<file path="config.mk">
export PLATFORM = sky130hd
export DESIGN_NAME = infix_to_postfix_converter_unit
export DESIGN_NICKNAME = d
export VERILOG_FILES = /design/src/itp_pkg.sv /design/src/itp_cell.sv /design/src/infix_to_postfix_converter_unit.sv
export SDC_FILE = /design/constraint.sdc
export NUM_CORES = 1
export LEC_CHECK = 0
export ABC_AREA = 1
export BUFFER_PORTS_ARGS = -buffer_cell sky130_fd_sc_hd__buf_2
export CAP_MARGIN = 20
export CORE_ASPECT_RATIO = 1.1
export CORE_MARGIN = 8
export CORE_UTILIZATION = 56
export CTS_BUF_LIST = sky130_fd_sc_hd__clkbuf_16
export CTS_CLUSTER_SIZE = 28
export DETAILED_ROUTE_END_ITERATION = 7
export PLACE_DENSITY = 0.81
export SLEW_MARGIN = 20
export SYNTH_ARGS = -nofsm -noshare
export SYNTH_HDL_FRONTEND = slang
export SYNTH_SLANG_ARGS = --single-unit
</file>
<file path="constraint.sdc">
create_clock -name clk -period 4.45 [get_ports clk]
set_clock_uncertainty 0.05 [all_clocks]
set_input_delay 0 -clock clk [delete_from_list [all_inputs] [get_ports clk]]
set_output_delay 0 -clock clk [all_outputs]
set_load 0.01 [all_outputs]
</file>
<file path="src/itp_pkg.sv">
// Shared types and constants for the infix to postfix converter.
// Character codes, status codes, operator precedence and the stack control struct.
// No dependencies.
package itp_pkg;

  localparam logic [7:0] CH_OPEN  = 8'h28;  // (
  localparam logic [7:0] CH_CLOSE = 8'h29;  // )
  localparam logic [7:0] CH_POW   = 8'h5E;  // ^
  localparam logic [7:0] CH_ADD   = 8'h2B;  // +
  localparam logic [7:0] CH_SUB   = 8'h2D;  // -
  localparam logic [7:0] CH_MUL   = 8'h2A;  // *
  localparam logic [7:0] CH_DIV   = 8'h2F;  // /
  localparam logic [7:0] CH_MOD   = 8'h25;  // %
  localparam logic [7:0] CH_HASH  = 8'h23;  // #, unknown like any other

  localparam logic [1:0] STATUS_OK       = 2'd0;
  localparam logic [1:0] STATUS_OVERFLOW = 2'd1;
  localparam logic [1:0] STATUS_UNMATCH  = 2'd2;

  typedef struct packed {
    logic push;
    logic pop;
  } stk_ctl_t;

  function automatic logic [1:0] prec(input logic [7:0] c);
    logic [1:0] p;
    p = 2'd0;
    case (c)
      CH_ADD, CH_SUB:         p = 2'd1;
      CH_MUL, CH_DIV, CH_MOD: p = 2'd2;
      CH_POW:                 p = 2'd3;
      default:                p = 2'd0;
    endcase
    return p;
  endfunction

  function automatic logic is_alnum(input logic [7:0] c);
    return (c >= 8'h30 && c <= 8'h39) || (c >= 8'h41 && c <= 8'h5A) ||
           (c >= 8'h61 && c <= 8'h7A);
  endfunction

endpackage

</file>
<file path="src/itp_cell.sv">
// One entry of the shift-register operator stack.
// Takes its neighbor's entry on push or pop; uses itp_pkg::stk_ctl_t.
module itp_cell (
  input  logic             clk,
  input  itp_pkg::stk_ctl_t ctl,
  input  logic [7:0]       from_up,
  input  logic [7:0]       from_down,
  output logic [7:0]       data
);

  logic [7:0] data_next;

  always_comb begin
    data_next = data;
    if (ctl.push) begin
      data_next = from_up;
    end else if (ctl.pop) begin
      data_next = from_down;
    end
  end

  always_ff @(posedge clk) begin
    data <= data_next;
  end

endmodule

</file>
<file path="src/infix_to_postfix_converter_unit.sv">
// Infix to postfix converter (shunting-yard), top level.
// Uses itp_pkg and a row of itp_cell entries forming the operator stack.
// One character is taken per beat on the slave side and the postfix form leaves one
// character per beat on the master side. The block works on one character at a time.
// After the cycle that accepts a character, the block pops one stack entry per cycle
// and then takes a closing step, which pushes, emits or finishes the run; no step
// is taken while the output register is still held by the sink. The stack is a row
// of STACK_DEPTH cells that shift by one entry on each push or pop; the top and the
// entry below it are inspected each cycle to decide the next step. A push onto a full
// stack is dropped with an overflow status beat, an unmatched parenthesis gives
// status 2, and s_axis_tlast flushes the stack and emits a terminator beat.
module infix_to_postfix_converter_unit #(
  parameter int STACK_DEPTH = 16
) (
  input  logic       clk,
  input  logic       rst,
  input  logic       s_axis_tvalid,
  output logic       s_axis_tready,
  input  logic [7:0] s_axis_tdata,   // [7:0] symbol
  input  logic       s_axis_tlast,   // end_of_expr
  output logic       m_axis_tvalid,
  input  logic       m_axis_tready,
  output logic [7:0] m_axis_tdata,   // [7:0] out_symbol
  output logic [2:0] m_axis_tuser,   // [0] is_terminator, [2:1] status
  output logic       m_axis_tlast    // last_in_run
);

  localparam int CW = $clog2(STACK_DEPTH + 1);
  localparam logic [CW-1:0] FULL = CW'(STACK_DEPTH);

  localparam logic ST_IDLE = 1'b0;
  localparam logic ST_WORK = 1'b1;

  logic          state, state_next;
  logic [7:0]    sym;
  logic          eoe;
  logic          open_seen, open_seen_next;
  logic [CW-1:0] count, count_next;

  itp_pkg::stk_ctl_t ctl;
  logic [7:0] cell_q [STACK_DEPTH];

  logic       out_free;
  logic       emit, e_term, e_last, done;
  logic [7:0] e_sym;
  logic [1:0] e_st;
  logic [7:0] top, nxt;
  logic       empty, has2, full;
  logic       top_pops, nxt_pops;

  genvar gi;
  generate
    for (gi = 0; gi < STACK_DEPTH; gi++) begin : g_cell
      logic [7:0] up_d, down_d;
      if (gi == 0) begin : g_first
        assign up_d = sym;
      end else begin : g_mid
        assign up_d = cell_q[gi-1];
      end
      if (gi == STACK_DEPTH - 1) begin : g_last
        assign down_d = 8'h00;
      end else begin : g_inner
        assign down_d = cell_q[gi+1];
      end
      itp_cell u_cell (
        .clk      (clk),
        .ctl      (ctl),
        .from_up  (up_d),
        .from_down(down_d),
        .data     (cell_q[gi])
      );
    end
  endgenerate

  assign s_axis_tready = (state == ST_IDLE);
  assign out_free      = !m_axis_tvalid || m_axis_tready;

  assign top   = cell_q[0];
  assign nxt   = cell_q[1];
  assign empty = (count == '0);
  assign has2  = (count > CW'(1));
  assign full  = (count == FULL);

  assign top_pops = (itp_pkg::prec(top) >= itp_pkg::prec(sym)) &&
                    !(top == itp_pkg::CH_POW && sym == itp_pkg::CH_POW);
  assign nxt_pops = (itp_pkg::prec(nxt) >= itp_pkg::prec(sym)) &&
                    !(nxt == itp_pkg::CH_POW && sym == itp_pkg::CH_POW);

  always_comb begin
    emit           = 1'b0;
    e_sym          = 8'h00;
    e_term         = 1'b0;
    e_st           = itp_pkg::STATUS_OK;
    e_last         = 1'b0;
    done           = 1'b0;
    ctl            = '0;
    open_seen_next = open_seen;
    if (state == ST_WORK && out_free) begin
      if (eoe) begin
        if (!empty) begin
          ctl.pop = 1'b1;
          if (top == itp_pkg::CH_OPEN) begin
            open_seen_next = 1'b1;
          end else begin
            emit  = 1'b1;
            e_sym = top;
          end
        end else begin
          emit   = 1'b1;
          e_term = 1'b1;
          e_st   = open_seen ? itp_pkg::STATUS_UNMATCH : itp_pkg::STATUS_OK;
          e_last = 1'b1;
          done   = 1'b1;
        end
      end else if (itp_pkg::is_alnum(sym)) begin
        emit   = 1'b1;
        e_sym  = sym;
        e_last = 1'b1;
        done   = 1'b1;
      end else if (sym == itp_pkg::CH_OPEN) begin
        done = 1'b1;
        if (full) begin
          emit   = 1'b1;
          e_st   = itp_pkg::STATUS_OVERFLOW;
          e_last = 1'b1;
        end else begin
          ctl.push = 1'b1;
        end
      end else if (sym == itp_pkg::CH_CLOSE) begin
        if (empty) begin
          emit   = 1'b1;
          e_st   = itp_pkg::STATUS_UNMATCH;
          e_last = 1'b1;
          done   = 1'b1;
        end else begin
          ctl.pop = 1'b1;
          if (top == itp_pkg::CH_OPEN) begin
            done = 1'b1;
          end else begin
            emit   = 1'b1;
            e_sym  = top;
            e_last = has2 && (nxt == itp_pkg::CH_OPEN);
          end
        end
      end else if (itp_pkg::prec(sym) != 2'd0) begin
        if (!empty && top_pops) begin
          ctl.pop = 1'b1;
          emit    = 1'b1;
          e_sym   = top;
          // push after the last pop always fits
          e_last  = !(has2 && nxt_pops);
        end else begin
          done = 1'b1;
          if (full) begin
            emit   = 1'b1;
            e_st   = itp_pkg::STATUS_OVERFLOW;
            e_last = 1'b1;
          end else begin
            ctl.push = 1'b1;
          end
        end
      end else begin
        done = 1'b1;
      end
    end
  end

  always_comb begin
    count_next = count;
    if (ctl.push) begin
      count_next = count + CW'(1);
    end else if (ctl.pop) begin
      count_next = count - CW'(1);
    end
    state_next = state;
    if (state == ST_IDLE && s_axis_tvalid) begin
      state_next = ST_WORK;
    end else if (done) begin
      state_next = ST_IDLE;
    end
  end

  always_ff @(posedge clk) begin
    if (rst) begin
      state         <= ST_IDLE;
      count         <= '0;
      open_seen     <= 1'b0;
      m_axis_tvalid <= 1'b0;
    end else begin
      state <= state_next;
      count <= count_next;
      if (state == ST_IDLE && s_axis_tvalid) begin
        open_seen <= 1'b0;
      end else begin
        open_seen <= open_seen_next;
      end
      if (out_free) begin
        m_axis_tvalid <= emit;
      end
    end
  end

  always_ff @(posedge clk) begin
    if (state == ST_IDLE && s_axis_tvalid) begin
      sym <= s_axis_tdata;
      eoe <= s_axis_tlast;
    end
    if (emit) begin
      m_axis_tdata <= e_sym;
      m_axis_tuser <= {e_st, e_term};
      m_axis_tlast <= e_last;
    end
  end

  a_count_bound: assert property (@(posedge clk) disable iff (rst) count <= FULL)
    else $error("stack count above depth");
  a_no_pop_empty: assert property (@(posedge clk) disable iff (rst)
    ctl.pop |-> !empty)
    else $error("pop from empty stack");
  a_no_push_full: assert property (@(posedge clk) disable iff (rst)
    ctl.push |-> !full)
    else $error("push onto full stack");
  a_term_last: assert property (@(posedge clk) disable iff (rst)
    (m_axis_tvalid && m_axis_tuser[0]) |-> m_axis_tlast)
    else $error("terminator beat without tlast");

endmodule

</file>
* After elaboration in Yosys (flattened, before gate mapping)
Index checks and enable logic that the tools add are counted.
** Storage, ports and cells
- Register bits :: 157
- Input port bits :: 13
- Output and inout bits :: 14
- Logic and storage cells :: 198
** Operators by class
- Add/subtract/negate cells :: 2
- Magnitude comparators :: 9
- Eq/ne operators :: 23
- Mux-type cells :: 103
- Bitwise logic cells :: 2
- Reduce and logical (&&, ||, !) cells :: 33
** Operator list (number)
- 2-to-1 mux 8 bit :: 40
- equality test 8 x 6 -> 1 bit (second input constant) :: 19
- 2-to-1 mux 1 bit :: 41
- 2-to-1 mux 2 bit :: 17
- equality test 8 x 7 -> 1 bit (second input constant) :: 3
- case mux 2 bit (3 select lines) :: 3
- greater-or-equal comparator 8 x 7 -> 1 bit (second input constant) :: 2
- less-or-equal comparator 8 x 7 -> 1 bit (second input constant) :: 2
- logical AND 1 bit :: 12
- 2-to-1 mux 5 bit :: 2
- OR reduction 3 bit :: 3
- greater-or-equal comparator 8 x 6 -> 1 bit (second input constant) :: 1
- less-or-equal comparator 8 x 6 -> 1 bit (second input constant) :: 1
- OR reduction 2 bit :: 4
- nonzero test 2 bit :: 3
- adder 5 x 1 -> 5 bit (second input constant) :: 1
- equality test 5 bit (second input constant) :: 1
- greater-than comparator 5 x 1 -> 1 bit (second input constant) :: 1
- zero test 1 bit :: 5
- zero test 5 bit :: 1
- subtractor 5 x 1 -> 5 bit (second input constant) :: 1
- greater-or-equal comparator 2 bit :: 2
- AND reduction 4 bit :: 1
- logical OR 1 bit :: 3
- 2 further kinds :: 3

* Logic depth before layout (Yosys ltp)
Gate-level depths: netlist of the first run.
- Depth after elaboration :: 17
- Gate-level depth with buffers :: 20
- Gate-level depth less buffers :: 20

* Hierarchy
From an unflattened synthesis of the first run, not the netlist that was laid out.
** Second synthesis, totals
- Cell total of the unflattened synthesis :: 841
- Area total of the unflattened synthesis :: 7668.6 um^2
** Modules (own cells, without submodules)
- itp_cell :: times used 16, cells an instance 35, area each 351.6 um^2, seq. area each 240.2 um^2
- infix_to_postfix_converter_unit :: times used 1, cells an instance 281, area each 2043.2 um^2, seq. area each 790.8 um^2

* Worst setup path after synthesis of the first run
OpenSTA, ideal clock, no wires.
- Kind :: register to register
- From :: register sym[2], in the netlist g_cell[0].up_d[2]
- To :: register g_cell[0].u_cell.data[0], enable pin
- Library setup time :: 977 ps
- Data arrival time :: 3549 ps
- Required time :: 3423 ps
- Setup slack :: -125 ps
- Cell stages (with the launch flop) :: 16
- Path buffers :: 0
- Period minus slack after synthesis :: 4575 ps
- Cells stage by stage :: edfxtp_1 -> nand2_1 -> inv_1 -> nand2_1 -> nor2_2 -> nor2_1 -> inv_1 -> ha_1 -> o21ai_0 -> nand2_1 -> nand2_1 -> nor2_1 -> nand2_1 -> nand2_1 -> nand2_1 -> nand3_2
** On the way
- Longest elaborated chain between the ends :: 16
- Elaborated cells between the ends (all ways) :: 45
- Classes of those cells :: order compare (7); eq/ne (8); mux (17); reduce/logical (13)
** RTL lines
- start, declared :: line infix_to_postfix_converter_unit.sv:35 : logic [7:0] sym;
- start signal, assigned :: line infix_to_postfix_converter_unit.sv:205 : sym <= s_axis_tdata;
- equality test 8 x 6 -> 1 bit :: line itp_pkg.sv:28 : case (c)
- OR reduction 3 bit / OR reduction 2 bit (equally long branches) :: line itp_pkg.sv:28
- case mux 2 bit (3 select lines) :: line itp_pkg.sv:28
- 2-to-1 mux 2 bit :: line infix_to_postfix_converter_unit.sv:129 : end else if (sym == itp_pkg::CH_CLOSE) begin
- 2-to-1 mux 2 bit :: line infix_to_postfix_converter_unit.sv:120 : end else if (sym == itp_pkg::CH_OPEN) begin
- 2-to-1 mux 2 bit :: line infix_to_postfix_converter_unit.sv:115 : end else if (itp_pkg::is_alnum(sym)) begin
- 2-to-1 mux 2 bit :: line infix_to_postfix_converter_unit.sv:99 : if (eoe) begin
- 2-to-1 mux 2 bit :: line infix_to_postfix_converter_unit.sv:98 : if (state == ST_WORK && out_free) begin
- nonzero test 2 bit :: line infix_to_postfix_converter_unit.sv:145 : end else if (itp_pkg::prec(sym) != 2'd0) begin
- 2-to-1 mux 2 bit :: line infix_to_postfix_converter_unit.sv:145
- 2-to-1 mux 1 bit :: line infix_to_postfix_converter_unit.sv:129
- 2-to-1 mux 1 bit :: line infix_to_postfix_converter_unit.sv:120
- 2-to-1 mux 2 bit * :: line infix_to_postfix_converter_unit.sv:115
- 2-to-1 mux 1 bit :: line infix_to_postfix_converter_unit.sv:99
- 2-to-1 mux 2 bit * :: line infix_to_postfix_converter_unit.sv:98
- nonzero test 2 bit (no source line) *
- end signal, assigned :: line itp_cell.sv:23 : data <= data_next;
- end, declared :: line itp_cell.sv:8 : output logic [7:0] data
Mark *: on every way between the ends. The rest lies on a longest branch, timed or not. The select of a mux whose other input is x is not followed.
A chain may end at the register's enable or synchronous reset.

* Worst setup path in the final report of the first run
- From :: register sym[3], in the netlist g_cell[0].up_d[3]
- To :: register g_cell[14].u_cell.data[2], enable pin
** On the way
- Longest elaborated chain between the ends :: 16
- Elaborated cells between the ends (all ways) :: 45
- Classes of those cells :: order compare (7); eq/ne (8); mux (17); reduce/logical (13)
** RTL lines (line)
- equality test 8 x 6 -> 1 bit :: itp_pkg.sv:28
- OR reduction 3 bit / OR reduction 2 bit (equally long branches) :: itp_pkg.sv:28
- case mux 2 bit (3 select lines) :: itp_pkg.sv:28
- 2-to-1 mux 2 bit :: infix_to_postfix_converter_unit.sv:129
- 2-to-1 mux 2 bit :: infix_to_postfix_converter_unit.sv:120
- 2-to-1 mux 2 bit :: infix_to_postfix_converter_unit.sv:115
- 2-to-1 mux 2 bit :: infix_to_postfix_converter_unit.sv:99
- 2-to-1 mux 2 bit :: infix_to_postfix_converter_unit.sv:98
- nonzero test 2 bit :: infix_to_postfix_converter_unit.sv:145
- 2-to-1 mux 2 bit :: infix_to_postfix_converter_unit.sv:145
- 2-to-1 mux 1 bit :: infix_to_postfix_converter_unit.sv:129
- 2-to-1 mux 1 bit :: infix_to_postfix_converter_unit.sv:120
- 2-to-1 mux 2 bit * :: infix_to_postfix_converter_unit.sv:115
- 2-to-1 mux 1 bit :: infix_to_postfix_converter_unit.sv:99
- 2-to-1 mux 2 bit * :: infix_to_postfix_converter_unit.sv:98
- nonzero test 2 bit (no source line) *
- end signal, assigned :: itp_cell.sv:23
- end, declared :: itp_cell.sv:8
Marks and branches as above.

==> parameters.txt, run 1 <==
Parameter                              Value

Status
  Status    finished clean

Timing
  Hold Vio Cnt, Final    0
  Peak clock frequency supported by timing    0.281 GHz
  Setup_tns    0 ps
  Worst slack on hold paths    131 ps
  Min Clock Period, post-route    approximately 3600 ps
  Final count of pins violating max slew    0
  Worst rel slew slack    53.6%
  Slew of the pin with the lowest slew margin    696 ps
  Unrepaired setup endpoints after global routing    false
  # setup viols final    0
  Post-route clock period utilization    80.1%

Placed design
  Half-perimeter wire length after detailed placement    8.42 mm
  Number of input and output port buffers inserted    26
  Post-Place Cell Area    0.00757 mm^2
  Number of placed instances, taps included    918
  RePlAce Congestion    0.889

Clock tree
  Post-CTS setup repair buffer count    0
  Cells resized by post-CTS repair    0
  CTS tree    yes
  Buffer cell driving the clock tree root    sky130_fd_sc_hd__clkbuf_16
  Sinks on Clock Net    157
  Depth of the CTS H-tree    4
  Insertion delay to the later sink of the worst-skew pair    430 ps
  Clock Path Buffers    2
  Number of buffers inserted during clock tree synthesis    17
  Hold_buf cts    12
  Clock Pin Slew Worst Setup and Hold Paths    60 ps

Layout
  NumNets Final    808
  Layout overhead on the synthesized area    12.0%
  Area used by multi-input combinational logic    0.00221 mm^2
  Layout Cell Area excl Fill    0.00822 mm^2
  Register cell area after layout    ~0.0046 mm^2
  Layout cells sized above 1    9.74%
  Final standard cell count with taps included and fillers excluded    962
  Antenna diode instance count    0
  Filler Cell Count    988

Floorplan
  Placeable Area    0.0130 mm^2
  Vertical die dimension    136 um
  Die area    0.0170 mm^2
  Chip width    125 um
  Effective utilization at floorplan    56.5%
  Number of primary I/O pins    27
  Site row count    44

Logic synthesis
  Async SR Flop Fraction    0%
  Dominant synthesized flop cell    sky130_fd_sc_hd__edfxtp_1
  Warnings from Yosys    0
  Number of register bits inferred by synthesis    157
  Cell count after synthesis    754
  Area of the mapped netlist    0.00734 mm^2
  Proportion of synthesized area in mux cells    0%
  Average footprint of a synthesized cell    9.74 um^2
  Library cells used by synthesis    35
  Main combinational cell family by area after synthesis    simple AND/OR/NAND/NOR gates
  Syn nets    between 700 and 800
  Synth Area in XOR/XNOR    0.596%
  Synth Area in Simple Gates    between 20% and 30%
  Share of the yosys chip area belonging to registers    63.1%
  Count of flip-flops with a built-in enable after synthesis    149
  Adder-Cell Fraction of Synth Area    1.19%
  Fraction of the mapped netlist area in compound gates    under 10%

Route
  Via density per instance    5.33
  Met1 wire length    6.03 mm
  Total met3 wirelength after detailed routing    758 um
  Final WL    13.3 mm
  Violation count after the first detailed-route iteration    622
  Final ANT Viol Nets    0
  Number of iterations in the first detailed-routing pass    6
  Highest Signal Layer    met4
  Met2 wirelength from detailed routing    roughly 6.3 mm
  Routed length per instance    13.9 um
  Total via count in the routed design    5131
  Residual DRC count    0

Worst setup path
  Start-to-end type of the worst setup path    flop to flop
  FF-to-FF path depth    16
  Worst-case register-to-register setup slack    890 ps
  Worst endpoint required time    approximately 4600 ps
  Reg-to-reg startpoint    g_cell[0].up_d[3]$_DFFE_PP_
  Arrival time worst endpoint    3670 ps
  Capturing instance or port of the critical path    g_cell[14].u_cell.data[2]$_DFFE_PP_
  Endpoint of the most critical register-to-register path    g_cell[14].u_cell.data[2]$_DFFE_PP_
  Crit end category    flop
  Start point of the critical path    g_cell[0].up_d[3]$_DFFE_PP_
  Critical path fanouts, max    49
  Startpoint kind of the worst setup timing path    flop

Min path
  Number of instances on the worst hold path    4
  Min-Delay Path Class    primary input to flop

Pwr
  Largest vdd supply drop    roughly 0.27 mV
  Power density over the cells    372 mW/mm^2
  Static leakage power    3.36 nW

GRT
  Overall track demand over capacity in global routing    16.1%
  Pin count of the biggest net entering global routing    around 110
  First-pass GRT wire length    around 22 mm
  Antenna violations before repair    0
  Overflow after GRT    0
  Via count of the first global-routing pass    4824

Run
  Max cap viols    0
[cell usage in the layout, fill, tap and decap left out, drive strengths merged, types with 2 or more instances in the layout]
cell,netlist,routed
nor4,3,3
dlygate4sd3,0,12
ha,7,7
o22ai,8,8
a21oi,13,13
a31oi,2,2
nand3,27,27
buf,28,32
o21ai,80,80
clkbuf,1,17
dfxtp,8,8
edfxtp,149,149
nor2,44,44
clkinvlp,0,4
clkinv,0,7
nand2,274,274
inv,83,86
xor2,4,4
o21bai,2,2
nor3,5,5
nand4,9,9
[logic make-up after synthesis]
logic type / after synthesis
XOR/XNOR: 5
flip-flops: 157
buffers and inverters: 112
AND/OR/NAND/NOR: 363
adder cells (fa/ha/maj): 7
AO/OA/AOI/OAI: 110
[per-stage QoR]
| step | setup slack, ps | power [mW] | utilization (%) |
|---|---|---|---|
| 4_1_cts | 891 | 3.08 | 63.3 |
| 6_report | 886 | 3.06 | 63.3 |
| 3_3_place_gp | 1010 | 1.78 | 58.3 |
| 2_1_floorplan | 896 | 1.75 | - |
| 3_5_place_dp | 949 | 1.78 | 58.3 |
| 5_1_grt | 572 | 3.16 | 63.3 |
[power breakdown]
part	total, mW	leakage [nW]	internal (mW)	switching [mW]
clock network	1.30	0.260	0.753	0.550
logic	0.109	1.70	0.0395	0.0697
registers	1.65	1.40	1.63	0.0159
[state kept, by name, summed over array words and instances (netlist names)]
signal and cells:
g_cell.up_d 8, m_axis_tdata 8, g_cell.u_cell.data 128, eoe 1
state 1, m_axis_tlast 1, count 5, open_seen 1
m_axis_tvalid 1, m_axis_tuser 3
[cell usage after synthesis (all sizes together), types with 4 or more instances]
| cell type | number | area (um^2) |
|---|---|---|
| nor3 | 5 | 25.0 |
| dfxtp | 8 | 160 |
| nand2 | 274 | 1050 |
| inv | 83 | 312 |
| edfxtp | 149 | 4470 |
| nand4 | 9 | 56.3 |
| o21ai | 80 | 400 |
| buf | 28 | 191 |
| nand3 | 27 | 140 |
| ha | 7 | 87.6 |
| a21oi | 13 | 68.8 |
| nor2 | 44 | 190 |
| xor2 | 4 | 35.0 |
| o22ai | 8 | 50.1 |
[cell type report]
cell class	instances	share of cell area, %
sequential	157	56.4
multi-input combinational	485	26.9
clock buffer	17	5.17
timing repair buffer	44	4.05
inverter	83	3.79
tap	161	2.45
clock inverter	15	1.31
[routing by layer]
layer	track usage, %	up-vias
li1	-	2576
met4	7.18	0
met1	20.0	2410
met2	25.8	127
met5	0	-
met3	4.98	18
[worst min path at each step]
| stage | startpoint | endpoint | slack, ps |
|---|---|---|---|
| after floorplan | rst | count[2]$_SDFFE_PP0P_ | 20 |
| after global placement | s_axis_tdata[5] | g_cell[0].up_d[5]$_DFFE_PP_ | 130 |
| after detailed placement | s_axis_tdata[4] | g_cell[0].up_d[4]$_DFFE_PP_ | 130 |
| after CTS | s_axis_tvalid | g_cell[0].up_d[1]$_DFFE_PP_ | 120 |
| after global routing | s_axis_tvalid | eoe$_DFFE_PP_ | 160 |
| final | s_axis_tvalid | open_seen$_SDFFE_PP0P_ | 130 |
[worst max-delay path, cell delays in order, from the launching register on]
cell	delay, ps
sky130_fd_sc_hd__edfxtp_1	450
sky130_fd_sc_hd__inv_1	150
sky130_fd_sc_hd__nor2_2	160
sky130_fd_sc_hd__nand2_1	70
sky130_fd_sc_hd__nand3_1	80
sky130_fd_sc_hd__nand2_1	80
sky130_fd_sc_hd__o21ai_0	80
sky130_fd_sc_hd__inv_1	80
sky130_fd_sc_hd__ha_1	270
sky130_fd_sc_hd__o21ai_0	70
sky130_fd_sc_hd__nand2_1	80
sky130_fd_sc_hd__nand3_1	80
sky130_fd_sc_hd__nand3_1	100
sky130_fd_sc_hd__nand2_2	100
sky130_fd_sc_hd__nand2_4	310
sky130_fd_sc_hd__nand3_4	610
sky130_fd_sc_hd__buf_12	440
Note: power is estimated with default switching activity, not from simulation.
==> run 2, diff against run 1 <==
--- a/config.mk
+++ b/config.mk
@@ -10,11 +10,11 @@
 export CAP_MARGIN = 20
 export CORE_ASPECT_RATIO = 1.1
 export CORE_MARGIN = 8
-export CORE_UTILIZATION = 56
+export CORE_UTILIZATION = 60
 export CTS_BUF_LIST = sky130_fd_sc_hd__clkbuf_16
 export CTS_CLUSTER_SIZE = 28
 export DETAILED_ROUTE_END_ITERATION = 7
-export PLACE_DENSITY = 0.81
+export PLACE_DENSITY = 0.83
 export SLEW_MARGIN = 20
 export SYNTH_ARGS = -nofsm -noshare
 export SYNTH_HDL_FRONTEND = slang
==> constraint.sdc (replaced) <==
create_clock -name clk -period 3.47 [get_ports clk]
set_clock_uncertainty 0.05 [all_clocks]
set_input_delay 0 -clock clk [delete_from_list [all_inputs] [get_ports clk]]
set_output_delay 0 -clock clk [all_outputs]
set_load 0.01 [all_outputs]
==> parameters.txt, run 2 (same netlist as run 1, synthesis figures left out) <==
Parameter                              Value

Timing
  Unrepaired setup endpoints after global routing    false
  Hold Vio Cnt, Final    0 (unchanged)
  Worst rel slew slack    51.4% (-2.2 points)
  Slew of the pin with the lowest slew margin    722 ps (+26.3 ps)
  Peak clock frequency supported by timing    0.312 GHz (+11%)
  # setup viols final    0 (unchanged)
  Final count of pins violating max slew    0 (unchanged)
  Post-route clock period utilization    92.3% (+12 points)
  Min Clock Period, post-route    3200 ps (-363 ps)
  Setup_tns    0 ps (unchanged)

Floorplan
  Effective utilization at floorplan    61.3% (+4.8 points)
  Vertical die dimension    132 um (-3.0%)
  Chip width    121 um (-3.0%)
  Die area    0.0160 mm^2 (-5.9%)
  Site row count    42 (-4.5%)
  Number of primary I/O pins    27 (unchanged)
  Placeable Area    0.0120 mm^2 (-7.8%)

Worst setup path
  Start-to-end type of the worst setup path    flop to flop
  Critical path fanouts, max    89 (+82%)
  Arrival time worst endpoint    3310 ps (-360 ps)
  Startpoint kind of the worst setup timing path    flop
  Crit end category    flop
  Worst-case register-to-register setup slack    270 ps (-620 ps)
  Worst endpoint required time    3580 ps (-980 ps)

Clock tree
  Number of buffers inserted during clock tree synthesis    17 (unchanged)
  CTS tree    yes
  Insertion delay to the later sink of the worst-skew pair    420 ps (about the same)
  Clock Path Buffers    2 (unchanged)
  Clock Pin Slew Worst Setup and Hold Paths    60 ps (about the same)
  Sinks on Clock Net    157 (unchanged)
  Cells resized by post-CTS repair    0 (unchanged)
  Buffer cell driving the clock tree root    sky130_fd_sc_hd__clkbuf_16
  Depth of the CTS H-tree    4 (unchanged)

Route
  Violation count after the first detailed-route iteration    447 (-28%)
  Via density per instance    5.48 (+2.7%)
  Number of iterations in the first detailed-routing pass    5 (-1)
  Routed length per instance    14.9 um (+7.4%)
  Residual DRC count    0 (unchanged)
  Final WL    14.3 mm (+7.2%)
  Total via count in the routed design    5260 (+2.5%)
  Final ANT Viol Nets    0 (unchanged)

Pwr
  Largest vdd supply drop    0.320 mV (+17%)
  Overall power of the completed layout    4.01 mW (+31%)
  Power density over the cells    483 mW/mm^2 (+30%)
  Static leakage power    3.41 nW (+1.6%)

GRT
  Overflow after GRT    0 (unchanged)
  Overall track demand over capacity in global routing    18.5% (+2.3 points)
  Antenna violations before repair    0 (unchanged)
  First-pass GRT wire length    23.8 mm (+7.5%)
  Via count of the first global-routing pass    5153 (+6.8%)
  Pin count of the biggest net entering global routing    90 (-16%)

Layout
  Register name with the most flops    g_cell.u_cell.data
  Layout cells sized above 1    10.5% (+0.81 points)
  Number of flip-flops in the largest register    128 (unchanged)
  Filler Cell Count    852 (-14%)
  Layout overhead on the synthesized area    13.2%
  Leading cell types in the layout, fill and taps excluded    sky130_fd_sc_hd__nand2_1, sky130_fd_sc_hd__edfxtp_1, sky130_fd_sc_hd__inv_1
  NumNets Final    813 (+0.62%)
  Most frequent standard cell in the layout excluding fill and tap cells    sky130_fd_sc_hd__nand2_1
  Antenna diode instance count    0 (unchanged)

Placed design
  Number of input and output port buffers inserted    26 (unchanged)
  Half-perimeter wire length after detailed placement    9.37 mm (+11%)
  RePlAce Congestion    0.872 (-1.8%)

Min path
  Min-Delay Path Class    primary input to flop

Run
  Max cap viols    0 (unchanged)

Status
  Status    finished clean
-- run 2: changes by cell type in the layout (fill, tap and decap cells not counted) --
cell | before | now
sky130_fd_sc_hd__nand2_1 | 268 | 267
sky130_fd_sc_hd__clkinv_1 | 3 | 1
sky130_fd_sc_hd__clkinv_2 | 4 | 2
sky130_fd_sc_hd__o21ai_0 | 45 | 43
sky130_fd_sc_hd__buf_12 | 3 | 5
sky130_fd_sc_hd__buf_4 | 3 | 6
sky130_fd_sc_hd__o21ai_1 | 35 | 37
sky130_fd_sc_hd__clkinv_4 | 0 | 2
sky130_fd_sc_hd__nor2_2 | 4 | 5
sky130_fd_sc_hd__nor2_1 | 38 | 37
sky130_fd_sc_hd__inv_6 | 1 | 0
sky130_fd_sc_hd__inv_1 | 81 | 83
sky130_fd_sc_hd__bufinv_16 | 1 | 2
sky130_fd_sc_hd__nand2_2 | 5 | 6
-- run 2: cell type report --
cell class	count	area [um^2]	share of cell area, %
Sequential cell	157	4630	55.8
Clock buffer	17	425	5.12
Inverter	83	312	3.75
Multi-Input combinational cell	485	2210	26.6
Timing Repair Buffer	49	395	4.76
Clock inverter	15	136	1.64
Tap cell	154	193	2.32
-- run 2: path summary, 6_finish.rpt --
check | startpoint | end | cells after the start
worst max-delay path | g_cell[0].up_d[3]$_DFFE_PP_ | g_cell[12].u_cell.data[2]$_DFFE_PP_ | 17
worst min-delay path | s_axis_tdata[7] | g_cell[0].up_d[7]$_DFFE_PP_ | 2
worst max register to register | g_cell[0].up_d[3]$_DFFE_PP_ | g_cell[12].u_cell.data[2]$_DFFE_PP_ | 17
worst min register to register | open_seen$_SDFFE_PP0P_ | open_seen$_SDFFE_PP0P_ | 2
-- run 2: metal layers --
layer | part of all wire (%) | global-route usage (%)
met5 | 0 | 0
met4 | 2.6 | 8.65
met3 | 5.4 | 4.88
met2 | 49 | 30.1
met1 | 43 | 22.3
-- run 2: critical path, cell delays in order (launching register included) --
cell and delay (ps):
sky130_fd_sc_hd__edfxtp_1 450, sky130_fd_sc_hd__inv_1 150, sky130_fd_sc_hd__nor2_2 150, sky130_fd_sc_hd__nand2_1 80, sky130_fd_sc_hd__nand3_1 90, sky130_fd_sc_hd__nand2_1 80, sky130_fd_sc_hd__o21ai_0 80, sky130_fd_sc_hd__inv_1 90
sky130_fd_sc_hd__ha_1 270, sky130_fd_sc_hd__o21ai_0 70, sky130_fd_sc_hd__nand2_1 80, sky130_fd_sc_hd__nand3_1 80, sky130_fd_sc_hd__nand3_1 100, sky130_fd_sc_hd__nand2_2 100, sky130_fd_sc_hd__nand2_4 160, sky130_fd_sc_hd__buf_12 330
sky130_fd_sc_hd__buf_4 370, sky130_fd_sc_hd__o21ai_1 100
-- run 2: report_power, final --
| group | total, mW | switching (mW) | internal, mW |
|---|---|---|---|
| Clock | 1.76 | 0.714 | 1.04 |
| Combinational | 0.144 | 0.0921 | 0.0522 |
| Sequential | 2.11 | 0.0208 | 2.09 |
| Total | 4.01 | 0.827 | 3.19 |
-- run 2: repair_timing --
| action | 4_1_cts | 5_1_grt |
|---|---|---|
| hold buffers | 12 | 0 |
| buffers inserted | 0 | 0 |
| hold endpoints to repair | 17 | 0 |
-- run 2: metrics by stage --
step | area (um^2) | setup slack [ps] | util [%] | std cells | hold WS (ps)
2_1_floorplan | 7360 | 13.3 | - | 754 | 19.1
3_3_place_gp | 7630 | 445 | 63.7 | 916 | 126
3_5_place_dp | 7630 | 340 | 63.7 | 916 | 131
4_1_cts | 8310 | 325 | 69.4 | 960 | 229
5_1_grt | 8310 | 18.2 | 69.4 | 960 | 246
6_report | 8310 | 269 | 69.4 | 960 | 238
